--- config.mk ---
export PLATFORM = sky130hd
export DESIGN_NAME = utf8_stream_validate_count
export DESIGN_NICKNAME = d
export VERILOG_FILES = /design/src/rtl/u8v_pkg.sv /design/src/rtl/u8v_front.sv /design/src/rtl/u8v_queue.sv /design/src/rtl/u8v_back.sv /design/src/rtl/utf8_stream_validate_count.sv
export SDC_FILE = /design/constraint.sdc
export NUM_CORES = 1
export LEC_CHECK = 0
export BUFFER_PORTS_ARGS = -buffer_cell sky130_fd_sc_hd__buf_2
export CAP_MARGIN = 20
export CORE_MARGIN = 10
export CORE_UTILIZATION = 50
export DETAILED_ROUTE_END_ITERATION = 16
export PLACE_DENSITY = 0.8
export SLEW_MARGIN = 0
export SYNTH_ARGS = -nofsm -noshare
export SYNTH_HDL_FRONTEND = slang
export SYNTH_SLANG_ARGS = --single-unit
--- constraint.sdc ---
create_clock -name clk -period 3.55 [get_ports clk]
set_clock_uncertainty 0.05 [all_clocks]
set_input_delay 0.355 -clock clk [delete_from_list [all_inputs] [get_ports clk]]
set_output_delay 0.355 -clock clk [all_outputs]
set_load 0.005 [all_outputs]
--- src/rtl/u8v_pkg.sv ---
package u8v_pkg;

    typedef enum logic [2:0] {
        ERR_NONE          = 3'd0,
        ERR_MISSING_TRAIL = 3'd1,
        ERR_BAD_LEAD      = 3'd2,
        ERR_STRAY_TRAIL   = 3'd3,
        ERR_TRUNCATED     = 3'd4
    } err_t;

    typedef struct packed {
        logic       trail;
        logic       ascii;
        logic       stray;
        logic [2:0] len;
        logic       last;
    } class_t;

    typedef struct packed {
        logic [15:0] char_count;
        err_t        error_kind;
        logic        is_valid;
    } result_t;

    localparam int QUEUE_DEPTH = 4;
    localparam int QUEUE_AW    = $clog2(QUEUE_DEPTH);
    localparam int OUT_BITS    = 24;
    localparam int PAD_BITS    = OUT_BITS - $bits(result_t);

endpackage

--- src/rtl/u8v_front.sv ---
module u8v_front (
    input  logic                clk,
    input  logic                rst_n,
    input  logic                cfg_wr_en,
    input  logic                cfg_wr_data,
    input  logic [7:0]          data_byte,
    input  logic                last_byte,
    output u8v_pkg::class_t     cls
);

    logic       strict_reg;
    logic [2:0] len;
    logic       trail;

    always_ff @(posedge clk or negedge rst_n)
    begin
        if (!rst_n)
        begin
            strict_reg <= 1'b0;
        end
        else if (cfg_wr_en)
        begin
            strict_reg <= cfg_wr_data;
        end
    end

    assign trail = (data_byte & 8'hC0) == 8'h80;

    always_comb
    begin
        if (strict_reg && (data_byte == 8'hC0 || data_byte == 8'hC1 || data_byte >= 8'hF5))
        begin
            len = 3'd0;
        end
        else if (data_byte <= 8'hDF)
        begin
            len = 3'd2;
        end
        else if (data_byte <= 8'hEF)
        begin
            len = 3'd3;
        end
        else if (data_byte <= 8'hF7)
        begin
            len = 3'd4;
        end
        else if (data_byte <= 8'hFB)
        begin
            len = 3'd5;
        end
        else if (data_byte <= 8'hFD)
        begin
            len = 3'd6;
        end
        else
        begin
            len = 3'd0;
        end
    end

    always_comb
    begin
        cls.trail = trail;
        cls.ascii = data_byte <= 8'h7F;
        cls.stray = trail & strict_reg;
        cls.len   = len;
        cls.last  = last_byte;
    end

endmodule

--- src/rtl/u8v_queue.sv ---
module u8v_queue (
    input  logic                clk,
    input  logic                rst_n,
    input  logic                push,
    input  u8v_pkg::class_t     push_data,
    output logic                full,
    input  logic                pop,
    output logic                head_valid,
    output u8v_pkg::class_t     head_data
);

    u8v_pkg::class_t                    mem_reg [u8v_pkg::QUEUE_DEPTH];
    logic [u8v_pkg::QUEUE_AW-1:0]       wr_ptr_reg;
    logic [u8v_pkg::QUEUE_AW-1:0]       rd_ptr_reg;
    logic [u8v_pkg::QUEUE_AW:0]         count_reg;
    logic [u8v_pkg::QUEUE_AW:0]         count_next;

    assign full       = count_reg == (u8v_pkg::QUEUE_AW+1)'(u8v_pkg::QUEUE_DEPTH);
    assign head_valid = count_reg != '0;
    assign head_data  = mem_reg[rd_ptr_reg];

    always_comb
    begin
        count_next = count_reg;
        if (push && !pop)
        begin
            count_next = count_reg + 1'b1;
        end
        else if (pop && !push)
        begin
            count_next = count_reg - 1'b1;
        end
    end

    always_ff @(posedge clk)
    begin
        if (push)
        begin
            mem_reg[wr_ptr_reg] <= push_data;
        end
    end

    always_ff @(posedge clk or negedge rst_n)
    begin
        if (!rst_n)
        begin
            wr_ptr_reg <= '0;
            rd_ptr_reg <= '0;
            count_reg  <= '0;
        end
        else
        begin
            if (push)
            begin
                wr_ptr_reg <= wr_ptr_reg + 1'b1;
            end
            if (pop)
            begin
                rd_ptr_reg <= rd_ptr_reg + 1'b1;
            end
            count_reg <= count_next;
        end
    end

    a_no_push_full: assert property (@(posedge clk) disable iff (!rst_n)
        !(push && full))
        else $error("queue written while full");

    a_no_pop_empty: assert property (@(posedge clk) disable iff (!rst_n)
        pop |-> head_valid)
        else $error("queue read while empty");

endmodule

--- src/rtl/u8v_back.sv ---
module u8v_back #(
    parameter int COUNT_BITS = 16
) (
    input  logic                clk,
    input  logic                rst_n,
    input  logic                head_valid,
    input  u8v_pkg::class_t     head_data,
    output logic                pop,
    output logic                out_valid,
    input  logic                out_ready,
    output u8v_pkg::result_t    out_data
);

    logic [2:0]             trails_left_reg;
    logic [2:0]             trails_left_next;
    u8v_pkg::err_t          first_error_reg;
    u8v_pkg::err_t          first_error_next;
    logic [COUNT_BITS-1:0]  count_reg;
    logic [COUNT_BITS-1:0]  count_next;
    logic                   out_valid_reg;
    u8v_pkg::result_t       out_data_reg;
    u8v_pkg::result_t       res;
    logic [15:0]            shown;

    assign pop = head_valid && (!head_data.last || !out_valid_reg || out_ready);

    always_comb
    begin
        logic [2:0]    tl;
        u8v_pkg::err_t err;
        logic          start;
        tl    = trails_left_reg;
        err   = first_error_reg;
        start = 1'b0;
        if (!head_data.trail && count_reg != '1)
        begin
            count_next = count_reg + 1'b1;
        end
        else
        begin
            count_next = count_reg;
        end
        if (trails_left_reg != 3'd0)
        begin
            if (head_data.trail)
            begin
                tl = trails_left_reg - 1'b1;
            end
            else
            begin
                if (err == u8v_pkg::ERR_NONE)
                begin
                    err = u8v_pkg::ERR_MISSING_TRAIL;
                end
                tl    = 3'd0;
                start = 1'b1;
            end
        end
        else
        begin
            start = 1'b1;
        end
        if (start && !head_data.ascii)
        begin
            if (head_data.trail)
            begin
                if (head_data.stray && err == u8v_pkg::ERR_NONE)
                begin
                    err = u8v_pkg::ERR_STRAY_TRAIL;
                end
            end
            else if (head_data.len == 3'd0)
            begin
                if (err == u8v_pkg::ERR_NONE)
                begin
                    err = u8v_pkg::ERR_BAD_LEAD;
                end
                tl = 3'd0;
            end
            else
            begin
                tl = head_data.len - 1'b1;
            end
        end
        if (head_data.last && tl != 3'd0 && err == u8v_pkg::ERR_NONE)
        begin
            err = u8v_pkg::ERR_TRUNCATED;
        end
        trails_left_next = tl;
        first_error_next = err;
    end

    generate
        if (COUNT_BITS > 16)
        begin : g_wide
            assign shown = (|count_next[COUNT_BITS-1:16]) ? 16'hFFFF : count_next[15:0];
        end
        else if (COUNT_BITS == 16)
        begin : g_exact
            assign shown = count_next;
        end
        else
        begin : g_narrow
            assign shown = {{(16-COUNT_BITS){1'b0}}, count_next};
        end
    endgenerate

    always_comb
    begin
        res.char_count = shown;
        res.error_kind = first_error_next;
        res.is_valid   = first_error_next == u8v_pkg::ERR_NONE;
    end

    always_ff @(posedge clk or negedge rst_n)
    begin
        if (!rst_n)
        begin
            trails_left_reg <= 3'd0;
            first_error_reg <= u8v_pkg::ERR_NONE;
            count_reg       <= '0;
            out_valid_reg   <= 1'b0;
        end
        else
        begin
            if (pop)
            begin
                if (head_data.last)
                begin
                    trails_left_reg <= 3'd0;
                    first_error_reg <= u8v_pkg::ERR_NONE;
                    count_reg       <= '0;
                end
                else
                begin
                    trails_left_reg <= trails_left_next;
                    first_error_reg <= first_error_next;
                    count_reg       <= count_next;
                end
            end
            if (pop && head_data.last)
            begin
                out_valid_reg <= 1'b1;
            end
            else if (out_ready)
            begin
                out_valid_reg <= 1'b0;
            end
        end
    end

    always_ff @(posedge clk)
    begin
        if (pop && head_data.last)
        begin
            out_data_reg <= res;
        end
    end

    assign out_valid = out_valid_reg;
    assign out_data  = out_data_reg;

    a_trails_bound: assert property (@(posedge clk) disable iff (!rst_n)
        trails_left_reg <= 3'd5)
        else $error("more trail bytes pending than any lead allows");

    a_clear_after_last: assert property (@(posedge clk) disable iff (!rst_n)
        pop && head_data.last |=> trails_left_reg == 3'd0
            && first_error_reg == u8v_pkg::ERR_NONE && count_reg == '0)
        else $error("state not cleared after the last byte");

    a_valid_matches_error: assert property (@(posedge clk) disable iff (!rst_n)
        out_valid_reg |-> out_data_reg.is_valid
            == (out_data_reg.error_kind == u8v_pkg::ERR_NONE))
        else $error("valid flag disagrees with error kind");

    a_no_overwrite: assert property (@(posedge clk) disable iff (!rst_n)
        out_valid_reg && !out_ready |-> !(pop && head_data.last))
        else $error("pending result overwritten");

endmodule

--- src/rtl/utf8_stream_validate_count.sv ---
// UTF-8 validator and character counter for a byte stream.
// Input requests arrive on the s_axis channel, one byte per request, with tlast
// marking the final byte of a string. Each string yields exactly one result
// request on the m_axis channel, issued after its final byte; other bytes
// produce nothing. The result carries a valid flag, the first error kind seen
// and the saturated count of non-trail bytes.
// A single configuration bit selects strict checking; write it while idle.
// The block takes one byte per cycle while the queue is not full. An accepted
// byte enters a four-entry queue and is consumed by the checker from its head;
// a final byte also loads the result register that drives m_axis. The
// checker handles one byte per cycle; the only pause comes from a stalled
// result, which holds the queue head when it is a final byte until the result
// is taken, and s_axis_tready drops once the queue fills.
// Reset clears the queue, the checker state, the pending result and the
// strict bit.
module utf8_stream_validate_count #(
    parameter int COUNT_BITS = 16
) (
    input  logic        clk,
    input  logic        rst_n,
    input  logic        cfg_wr_en,
    input  logic        cfg_wr_data,
    input  logic        s_axis_tvalid,
    output logic        s_axis_tready,
    input  logic [7:0]  s_axis_tdata,  // [7:0] data_byte
    input  logic        s_axis_tlast,  // last_byte
    output logic        m_axis_tvalid,
    input  logic        m_axis_tready,
    output logic [23:0] m_axis_tdata   // [0] is_valid, [3:1] error_kind, [19:4] char_count
);

    u8v_pkg::class_t    cls;
    u8v_pkg::class_t    head_data;
    u8v_pkg::result_t   result;
    logic               full;
    logic               push;
    logic               pop;
    logic               head_valid;

    assign s_axis_tready = !full;
    assign push          = s_axis_tvalid && !full;

    u8v_front u_front (
        .clk         (clk),
        .rst_n       (rst_n),
        .cfg_wr_en   (cfg_wr_en),
        .cfg_wr_data (cfg_wr_data),
        .data_byte   (s_axis_tdata),
        .last_byte   (s_axis_tlast),
        .cls         (cls)
    );

    u8v_queue u_queue (
        .clk        (clk),
        .rst_n      (rst_n),
        .push       (push),
        .push_data  (cls),
        .full       (full),
        .pop        (pop),
        .head_valid (head_valid),
        .head_data  (head_data)
    );

    u8v_back #(
        .COUNT_BITS (COUNT_BITS)
    ) u_back (
        .clk        (clk),
        .rst_n      (rst_n),
        .head_valid (head_valid),
        .head_data  (head_data),
        .pop        (pop),
        .out_valid  (m_axis_tvalid),
        .out_ready  (m_axis_tready),
        .out_data   (result)
    );

    assign m_axis_tdata = {{u8v_pkg::PAD_BITS{1'b0}}, result};

endmodule

==> flow_summary.toml, run 1 <==
[outcome]
outcome = "finished, final reports clean"

[placement]
hpwl_mm = 5.238
io_buffers = 36
place_ws_ps = 649.0
gp_congestion = 0.8319
postPlaceCellArea_um2 = 4015

[logic_synthesis]
synthMostInstantiatedCell = "edfxtp_1"
ys_top_cells_by_count = "edfxtp_1 (48), dfrtp_1 (31), inv_1 (18), nor2_1 (18), o21ai_0 (17)"
async_reset_ff_share_pct = 39.24
synth_warnings = 0
syn_area_per_cell_um2 = 12.29
syn_inst = 306
ys_seq_area_share_pct = 58.95
ys_types = 55
ys_seq_elements = 79
yosysTopAreaCellShare_pct = 38.32
ys.flop_type = "edfxtp_1"
synthTopCellsByArea = "edfxtp_1 (38%), dfrtp_1 (21%), mux4_2 (4.2%)"
synth_edf_count = 48
syn_area_um2 = 3761
synth.largest_area_cell = "edfxtp_1"

[critical_path]
crit_path_max_incr_delay_ps = 730
arrival_ps = 3140
worstSetupEndpointType = "register"
critical_path_class = "reg2reg"
cp-start-kind = "register"
path_cells = "mux4_2, or3_4, or4_4, or3_1, o21ai_0"
cp_max_fo = 15
cp_slowest_cell = "mux4_2"
critical_path_required_ps = 3770

[cts]
hold_buffers = 0
numCtsBuffers = 9
cts_tree = "yes"
post_cts_buffers = 0
clk_pin_slew_ps = 80
cts.sinks = 79
cts_root_buf = "clkbuf_8"
insertion_delay_ps = 360
cts_max_path_buffers = 2
post_cts_resized = 0
htree_levels = 3

[floorplan]
die_area_um2 = 11390
die_x_um = 106.7
die_height_um = 106.7
ios = 41
core_um2 = 7292
placementRows = 31
start_util_pct = 51.58

[sta]
fmax_mhz = 343.3
layout_setup_ws_ps = 637.1
fin_crit_sh_pct = 82.05
rsz0062_at_grt = "false"
hold_viol = 0
setup_tns_ps = 0
worst_pin_slew_ps = 743.3
layout_min_cycle_time_ps = 2913
maxSlewHeadroom_pct = 50.44
slew_violations = 0
finalSetupViolCount = 0

[cells_and_area]
largest_reg_flops = 28
area_delta_synth_final_pct = 11.41
num_antenna_cells = 0
fin_area_um2 = 4190
nets = 367
drive_gt1_share_pct = 19.83
utilization_pct = 57.46

[grt]
grt_overflow = 0
grt_max_degree = 32
first_global_vias = 2528
antenna_found_initial = 0
grt.total_usage_pct = 13.51
grt_pass1_wl_mm = 12.52

[drt]
drt_pass1_iterations = 4
drtIter0Drc = 167
viasPerCell = 5.582
avgRoutedWirePerCell_um = 16.21
drtAntennaViolNets = 0
dr_total_vias = 2495
wl_mm = 7.245
drc = 0

[hold_path]
min_path_type = "in2async"

[power_and_ir_drop]
leakage_nw = 1.672
vdd_drop_max_mv = 0.3947
power_mw = 3.451
power.density_nw_per_um2 = 823.7

[job]
maxCapViolCount = 0
-- path summary, 6_finish.rpt --
| path | from | end | slack (ps) | depth (start not counted) |
|---|---|---|---|---|
| max | u_queue.rd_ptr_reg[0]$_DFFE_PN0P_ | u_back.count_reg[15]$_DFFE_PN0P_ | 640 | 5 |
| max reg2reg | u_queue.rd_ptr_reg[0]$_DFFE_PN0P_ | u_back.count_reg[15]$_DFFE_PN0P_ | 640 | 5 |
| min in group clk | s_axis_tlast | u_queue.mem_reg[1][0]$_DFFE_PP_ | 170 | 1 |
| max in group asynchronous | rst_n | u_back.trails_left_reg[2]$_DFFE_PN0P_ | 2960 | 1 |
| min reg2reg | u_queue.count_reg[2]$_DFFE_PN0P_ | u_queue.count_reg[2]$_DFFE_PN0P_ | 460 | 1 |
| min | rst_n | u_back.count_reg[9]$_DFFE_PN0P_ | 6 | 1 |
-- through the flow --
| stage | hold slack, ps | instances |
|---|---|---|
| finish | 6.073 | 447 |
| CTS | 33.38 | 447 |
| global route | 52.74 | 447 |
| floorplan | 9.409 | 309 |
| detailed placement | 414.3 | 431 |
| global placement | 403.6 | 431 |
-- layout make-up --
cell class	instances	area, µm²
sequential	79	2217
tap	99	123.9
inverter	19	71.32
clock buffer	11	141.4
fill	636	3102
multi-input combinational	195	1400
timing repair buffer	39	202.7
clock inverter	5	33.78
-- cells by family (layout without fill, tap and decap cells) --
group,Yosys count,in the layout,share of synthesized area (%)
and+or+nand+nor,80,80,11.34
DFF,79,79,58.95
AOI/OAI and AO/OA,70,70,12.08
buffers and inverters,35,74,4.125
xor gates and xnor gates,22,22,5.123
muxes,10,10,5.090
adders and majority gates,9,9,3.194
other,1,4,0.09970
-- critical path, delay by kind of cell, from the launching register on --
family          cells  cell delay (ps)
compound gates      1               80
simple gates        3             1310
flops               1              670
mux                 1              730
-- placed cells by master, fill, tap and decap left out, types with 7 or more instances in the layout --
cell type and instances:
a21oi_1 10, a31oi_1 12, and3_1 7, buf_2 36
clkbuf_8 10, dfrtp_1 31, edfxtp_1 48, ha_1 8
inv_1 18, mux4_2 7, nand2_1 15, nand3_1 9
nor2_1 18, o21ai_0 17, xnor2_1 15, xor2_1 7
-- report_power, final --
group	internal (mW)	total (mW)	switching (mW)
Sequential	1.34	1.52	0.184
Combinational	0.564	1.33	0.765
Clock	0.272	0.598	0.327
-- routing by layer --
layer	global-route usage [%]	share of wire, %	vias to the layer above
met5	0	0	-
met4	4.932	1.4	0
met3	4.551	5.4	12
met2	22.26	49	58
met1	16.09	44	1217
li1	-	-	1208
No activity file was read; power rests on OpenSTA's default activity.
==> run 2: changes to the inputs <==
PLACE_DENSITY = 0.82   (was 0.8)
clock period = 2.65 ns   (was 3.55 ns; I/O delays follow)
==> flow_summary.toml, run 2 (synthesis results as in run 1) <==
[cts]
post_cts_resized = 0
htree_levels = 3
cts_tree = "yes"
cts_max_path_buffers = 2
cts_root_buf = "clkbuf_8"
post_cts_buffers = 0
hold_buffers = 1
insertion_delay_ps = 350
cts.sinks = 79
numCtsBuffers = 9
clk_pin_slew_ps = 90

[cells_and_area]
drive_gt1_share_pct = 21.41
final_cell_mix = "edfxtp_1 (48), buf_2 (36), dfrtp_1 (31), inv_1 (18), nor2_1 (18)"
num_antenna_cells = 0
fin_area_um2 = 4303
largest_reg_flops = 28
area_delta_synth_final_pct = 14.40
final_common_cell = "edfxtp_1"
nets = 374

[critical_path]
critical_path_required_ps = 2870
worstSetupEndpointType = "register"
critical_path_class = "reg2reg"
cp_max_fo = 8
reg2reg_slack_ps = 210
startpoint = "u_queue.rd_ptr_reg[1]$_DFFE_PN0P_"
r2r-end = "u_back.count_reg[15]$_DFFE_PN0P_"
cp-start-kind = "register"
arrival_ps = 2660
crit_end = "u_back.count_reg[15]$_DFFE_PN0P_"
ff2ff_path_depth = 5
r2r-start = "u_queue.rd_ptr_reg[1]$_DFFE_PN0P_"

[grt]
grt_max_degree = 32
grt.total_usage_pct = 12.79
grt_pass1_wl_mm = 11.92
grt_overflow = 0
first_global_vias = 2494
antenna_found_initial = 0

[floorplan]
core_um2 = 7292
placementRows = 31
start_util_pct = 51.58
die_height_um = 106.7
die_area_um2 = 11390
ios = 41
die_x_um = 106.7

[sta]
rsz0062_at_grt = "false"
hold_viol = 0
maxSlewHeadroom_pct = 51.13
fin_crit_sh_pct = 92.19
fmax_mhz = 409.3
worst_pin_slew_ps = 733.0
slew_violations = 0
finalSetupViolCount = 0
setup_tns_ps = 0
layout_min_cycle_time_ps = 2443

[power_and_ir_drop]
vdd_drop_max_mv = 0.5275
power_mw = 4.906
seqPwrFrac_pct = 41.1
p_comb_share_pct = 37.9
swShare_pct = 35.96
power.density_nw_per_um2 = 1140
leakage_nw = 1.739
power.switching_mw = 1.764
p_int_mw = 3.142
pwr-share-clk_pct = 21.0

[placement]
postPlaceCellArea_um2 = 4060
gp_congestion = 0.9363
hpwl_mm = 5.190
io_buffers = 36

[drt]
viasPerCell = 5.615
drt_pass1_iterations = 5
dr_total_vias = 2549
avgRoutedWirePerCell_um = 15.86
wl_mm = 7.201
drtAntennaViolNets = 0
drc = 0
drtIter0Drc = 107

[job]
maxCapViolCount = 0

[outcome]
outcome = "finished, final reports clean"

[hold_path]
min_path_type = "in2reg"
-- run 2: changes by cell type in the layout (fill, tap and decap cells not counted), sizes merged --
cell / delta
buf: +6
bufinv: +2
clkbuf: -2
clkinv: -2
clkinvlp: -2
dlygate4sd3: +1
inv: +4
-- run 2: layout make-up --
type	count	area [µm²]
clock buffer	9	123.9
clock inverter	7	108.9
fill	607	2989
inverter	19	71.32
multi-input combinational	195	1400
sequential	79	2217
tap	99	123.9
timing repair buffer	46	257.7
-- run 2: worst max-delay path: stages (launching register included) --
cell     delay [ps]
dfrtp_1         570
mux4_2          380
or3_4           410
or4_4           510
or3_1           350
o21ai_0          80
-- run 2: power by group through the flow --
stage | clock [mW] | combinational (mW) | sequential [mW]
floorplan | 0 | 1.31 | 1.99
global placement | 0 | 1.82 | 2.02
detailed placement | 0 | 1.87 | 2.04
CTS | 1.05 | 1.88 | 2.02
global route | 1.09 | 2.11 | 2.06
finish | 1.03 | 1.86 | 2.02
-- run 2: through the flow --
step | setup WS, ps | instances | util, % | hold slack (ps)
final | 206.9 | 454 | 59.01 | 81.03
after global routing | 30.49 | 454 | 59.01 | 78.01
after CTS | 196.8 | 454 | 59.01 | 70.15
after detailed placement | 235.0 | 437 | 55.68 | 324.3
after global placement | 280.4 | 437 | 55.68 | 317.1
after floorplan | 97.61 | 309 | - | -80.59
-- run 2: worst min path at each step --
| stage | start | endpoint | slack, ps | depth (start not counted) |
|---|---|---|---|---|
| 3_3_place_gp | rst_n | u_back.count_reg[10]$_DFFE_PN0P_ | 320 | 1 |
| 6_report | s_axis_tlast | u_queue.mem_reg[3][0]$_DFFE_PP_ | 80 | 1 |
| 4_1_cts | s_axis_tlast | u_queue.mem_reg[3][0]$_DFFE_PP_ | 70 | 1 |
| 3_5_place_dp | rst_n | u_back.count_reg[10]$_DFFE_PN0P_ | 320 | 1 |
| 2_1_floorplan | rst_n | u_back.count_reg[0]$_DFFE_PN0P_ | -80 | 0 |
| 5_1_grt | s_axis_tlast | u_queue.mem_reg[3][0]$_DFFE_PP_ | 80 | 1 |
-- run 2: metal layers --
layer	routed length (µm)	up-vias	global-route usage (%)
met5	0	-	0
met4	61	0	3.868
met3	355	7	3.892
met2	3588	64	21.07
met1	3196	1258	15.82
li1	-	1220	-
